==> src/rtl/lobm_ram.sv <==
// Generic single-port RAM with registered read.
`default_nettype none
module lobm_ram #(
  parameter int Width = 8,
  parameter int Depth = 16
) (
  input  wire logic                     clk,
  input  wire logic                     we,
  input  wire logic [$clog2(Depth)-1:0] addr,
  input  wire logic [Width-1:0]         wdata,
  output logic      [Width-1:0]         rdata
);
  logic [Width-1:0] mem [Depth];

  always_ff @(posedge clk) begin
    if (we) begin
      mem[addr] <= wdata;
    end
    rdata <= mem[addr];
  end
endmodule
`default_nettype wire

==> config.mk <==
export PLATFORM = sky130hd
export DESIGN_NAME = lobm_ram
export DESIGN_NICKNAME = d
export VERILOG_FILES = /design/src/rtl/lobm_ram.sv
export SDC_FILE = /design/constraint.sdc
export NUM_CORES = 1
export LEC_CHECK = 0
export ABC_AREA = 0
export BUFFER_PORTS_ARGS = -buffer_cell sky130_fd_sc_hd__buf_2
export CAP_MARGIN = 20
export CORE_ASPECT_RATIO = 0.75
export CORE_UTILIZATION = 54
export DETAILED_ROUTE_END_ITERATION = 10
export GPL_ROUTABILITY_DRIVEN = 0
export PLACE_DENSITY = 0.71
export SETUP_SLACK_MARGIN = 0.2
export SLEW_MARGIN = 20
export SYNTH_ARGS = -nofsm -noshare
export SYNTH_HDL_FRONTEND = slang
export SYNTH_SLANG_ARGS = --single-unit
==> constraint.sdc <==
create_clock -name clk -period 5 [get_ports clk]
set_input_delay 1 -clock clk [delete_from_list [all_inputs] [get_ports clk]]
set_output_delay 1 -clock clk [all_outputs]
set_load 0.05 [all_outputs]
==> reports/qor.yml <==
fin_tns_setup_ns: 0
grt_max_degree: 40
ys_ff_latch: 136
die_area_um2: 9780
cts_tree: "built"
die_h_um: 85.90
met2_wirelength_um: 4464
post_cts_buffers: 0
endpoint_kind: "flip-flop"
criticalPathCategory: "input pin to flip-flop"
cp.required_ns: 5.04
grt_overflow: 0
cp.arrival_ns: 2.68
syn_area_per_cell_um2: 22.03
ant_nets: 0
initial_utilization_pct: 55.79
post-place-ws_ns: 1.914
mostFrequentLayoutCells: "edfxtp_1 (128), mux4_2 (32), buf_2 (21)"
wl_per_cell_um: 23.55
synthSimpleGateAreaFrac_pct: 3.210
drt-initial-drc-count: 208
synth_warnings: 0
total_power_uw: 2523
clockRootBuffer: "clkbuf_16"
row_count: 30
fin_skew_ns: 0.006574
dr.max_layer_used: "met4"
htreeDepth: 4
nets: 278
wl_met1_um: 4179
outcome: "finished, final reports clean"
vias: 2354
synth_top_family_by_area: "multiplexers"
die_w_um: 113.9
fin_crit_sh_pct: 52.81
post_dp_cell_area_um2: 5310
synth_compound_gate_area_share_pct: 2.370
cp_max_fo: 39
period_minus_slack_ns: 2.640
grt_pass1_vias: 2268
drv_slew: 0
vias_per_cell: 5.812
netlist_area_um2: 5067
syn_to_final_growth_pct: 15.09
synthAdderAreaFrac_pct: 0
worstHoldPathType: "flip-flop to flip-flop"
rsz0062_at_grt: "no"
insertion_delay_ns: 0.41
drc: 0
io_buffers: 21
antenna_cells: 0
ir_drop_v: 0.0003681
grt_antenna_before_repair: 0
setup_slack_ns: 2.360
dp_hpwl_um: 5892
cts_buffers: 17
hold_viol_final: 0
track_usage_pct: 21.98
grt_first_pass_wirelength_um: 13970
drive_gt1_share_pct: 31.05
startpoint_type: "input pin"
fp.coreArea_um2: 9084
power_density_nw_per_um2: 432.7
synth_cell_types: 18
met3WireLength_um: 795
hold_buffers: 0
tightest_slew_ns: 0.9227
wirelength_um: 9536
max_cap_violations: 0
design_area_um2: 5832
leakagePower_uw: 0.001905
synth_cells: 230
clock_path_buffers: 2
path_clk_slew_ns: 0.05
timing.fmax_mhz: 378.7
io_pins: 22
first_pass_iters: 4
synth_xor_area_share_pct: 0
ys_seq_area_share_pct: 79.01
post_cts_resized: 0
final_common_cell: "edfxtp_1"
clkSinkCount: 136
relSlewSlack_pct: 38.49
setup_viol: 0
muxShareOfSynthArea_pct: 14.22
postSynthNetCount: 244
==> state kept, by name, summed over array words and instances (netlist names) <==
register,flops
mem,128
rdata,8
==> through the flow <==
stage,instances,util [%],hold slack (ns)
final,405,64.20,0.6856
after global routing,405,64.20,0.7249
after CTS,405,64.20,0.6916
after detailed placement,373,58.46,0.6814
after global placement,373,58.46,0.6692
after floorplan,230,-,0.6349
==> power by group <==
| part | internal [uW] | switching, uW | leakage (uW) |
|---|---|---|---|
| Sequential | 1280 | 7.88 | 0.00122 |
| Combinational | 46.8 | 95.1 | 0.000420 |
| Clock | 670 | 428 | 0.000262 |
==> layer usage <==
metal / GRT usage [%] / up-vias
met4: 8.501 / 0
met5: 0 / -
met2: 30.93 / 96
met1: 31.96 / 1218
met3: 7.845 / 10
li1: - / 1030
==> area by class of cell <==
class                           count  area [um^2]
Multi-Input combinational cell     83         1003
Sequential cell                   136         4004
Clock buffer                       20        436.7
Clock inverter                     12        85.08
Fill cell                         629         3252
Timing Repair Buffer               26        142.6
Tap cell                          128        160.2
==> critical path, cell delays in order <==
cell	delay [ns]
buf_2	0.69
nand2_1	0.25
nor2_1	0.72
==> cells by family (layout without fill, tap and decap cells) <==
family | Yosys count | after routing
AO/OA/AOI/OAI | 16 | 16
AND/OR/NAND/NOR | 35 | 35
multiplexers | 32 | 32
buffers and inverters | 11 | 58
flip-flops | 136 | 136
==> final timing paths <==
| kind | slack, ns | cells after the start | from | endpoint |
|---|---|---|---|---|
| max | 2.36 | 3 | addr[1] | mem[7][7] |
| min reg2reg | 0.69 | 3 | mem[11][7] | rdata[7] |
| max reg2reg | 3.69 | 3 | mem[6][7] | rdata[7] |
| min | 0.69 | 3 | mem[11][7] | rdata[7] |
==> synthesized netlist by cell type (all sizes together) <==
master	count	area [um^2]
a22oi	16	120.1
and2	1	6.260
buf	8	47.54
clkbuf	3	12.51
dfxtp	8	160.2
edfxtp	128	3844
mux4	32	720.7
nand2	9	33.78
nand2b	2	12.51
nand3	1	5.000
nand3b	2	15.01
nor2	13	48.80
nor2b	2	12.51
nor3	4	20.02
or3b	1	8.760
Note: power is estimated with default switching activity, not from simulation.
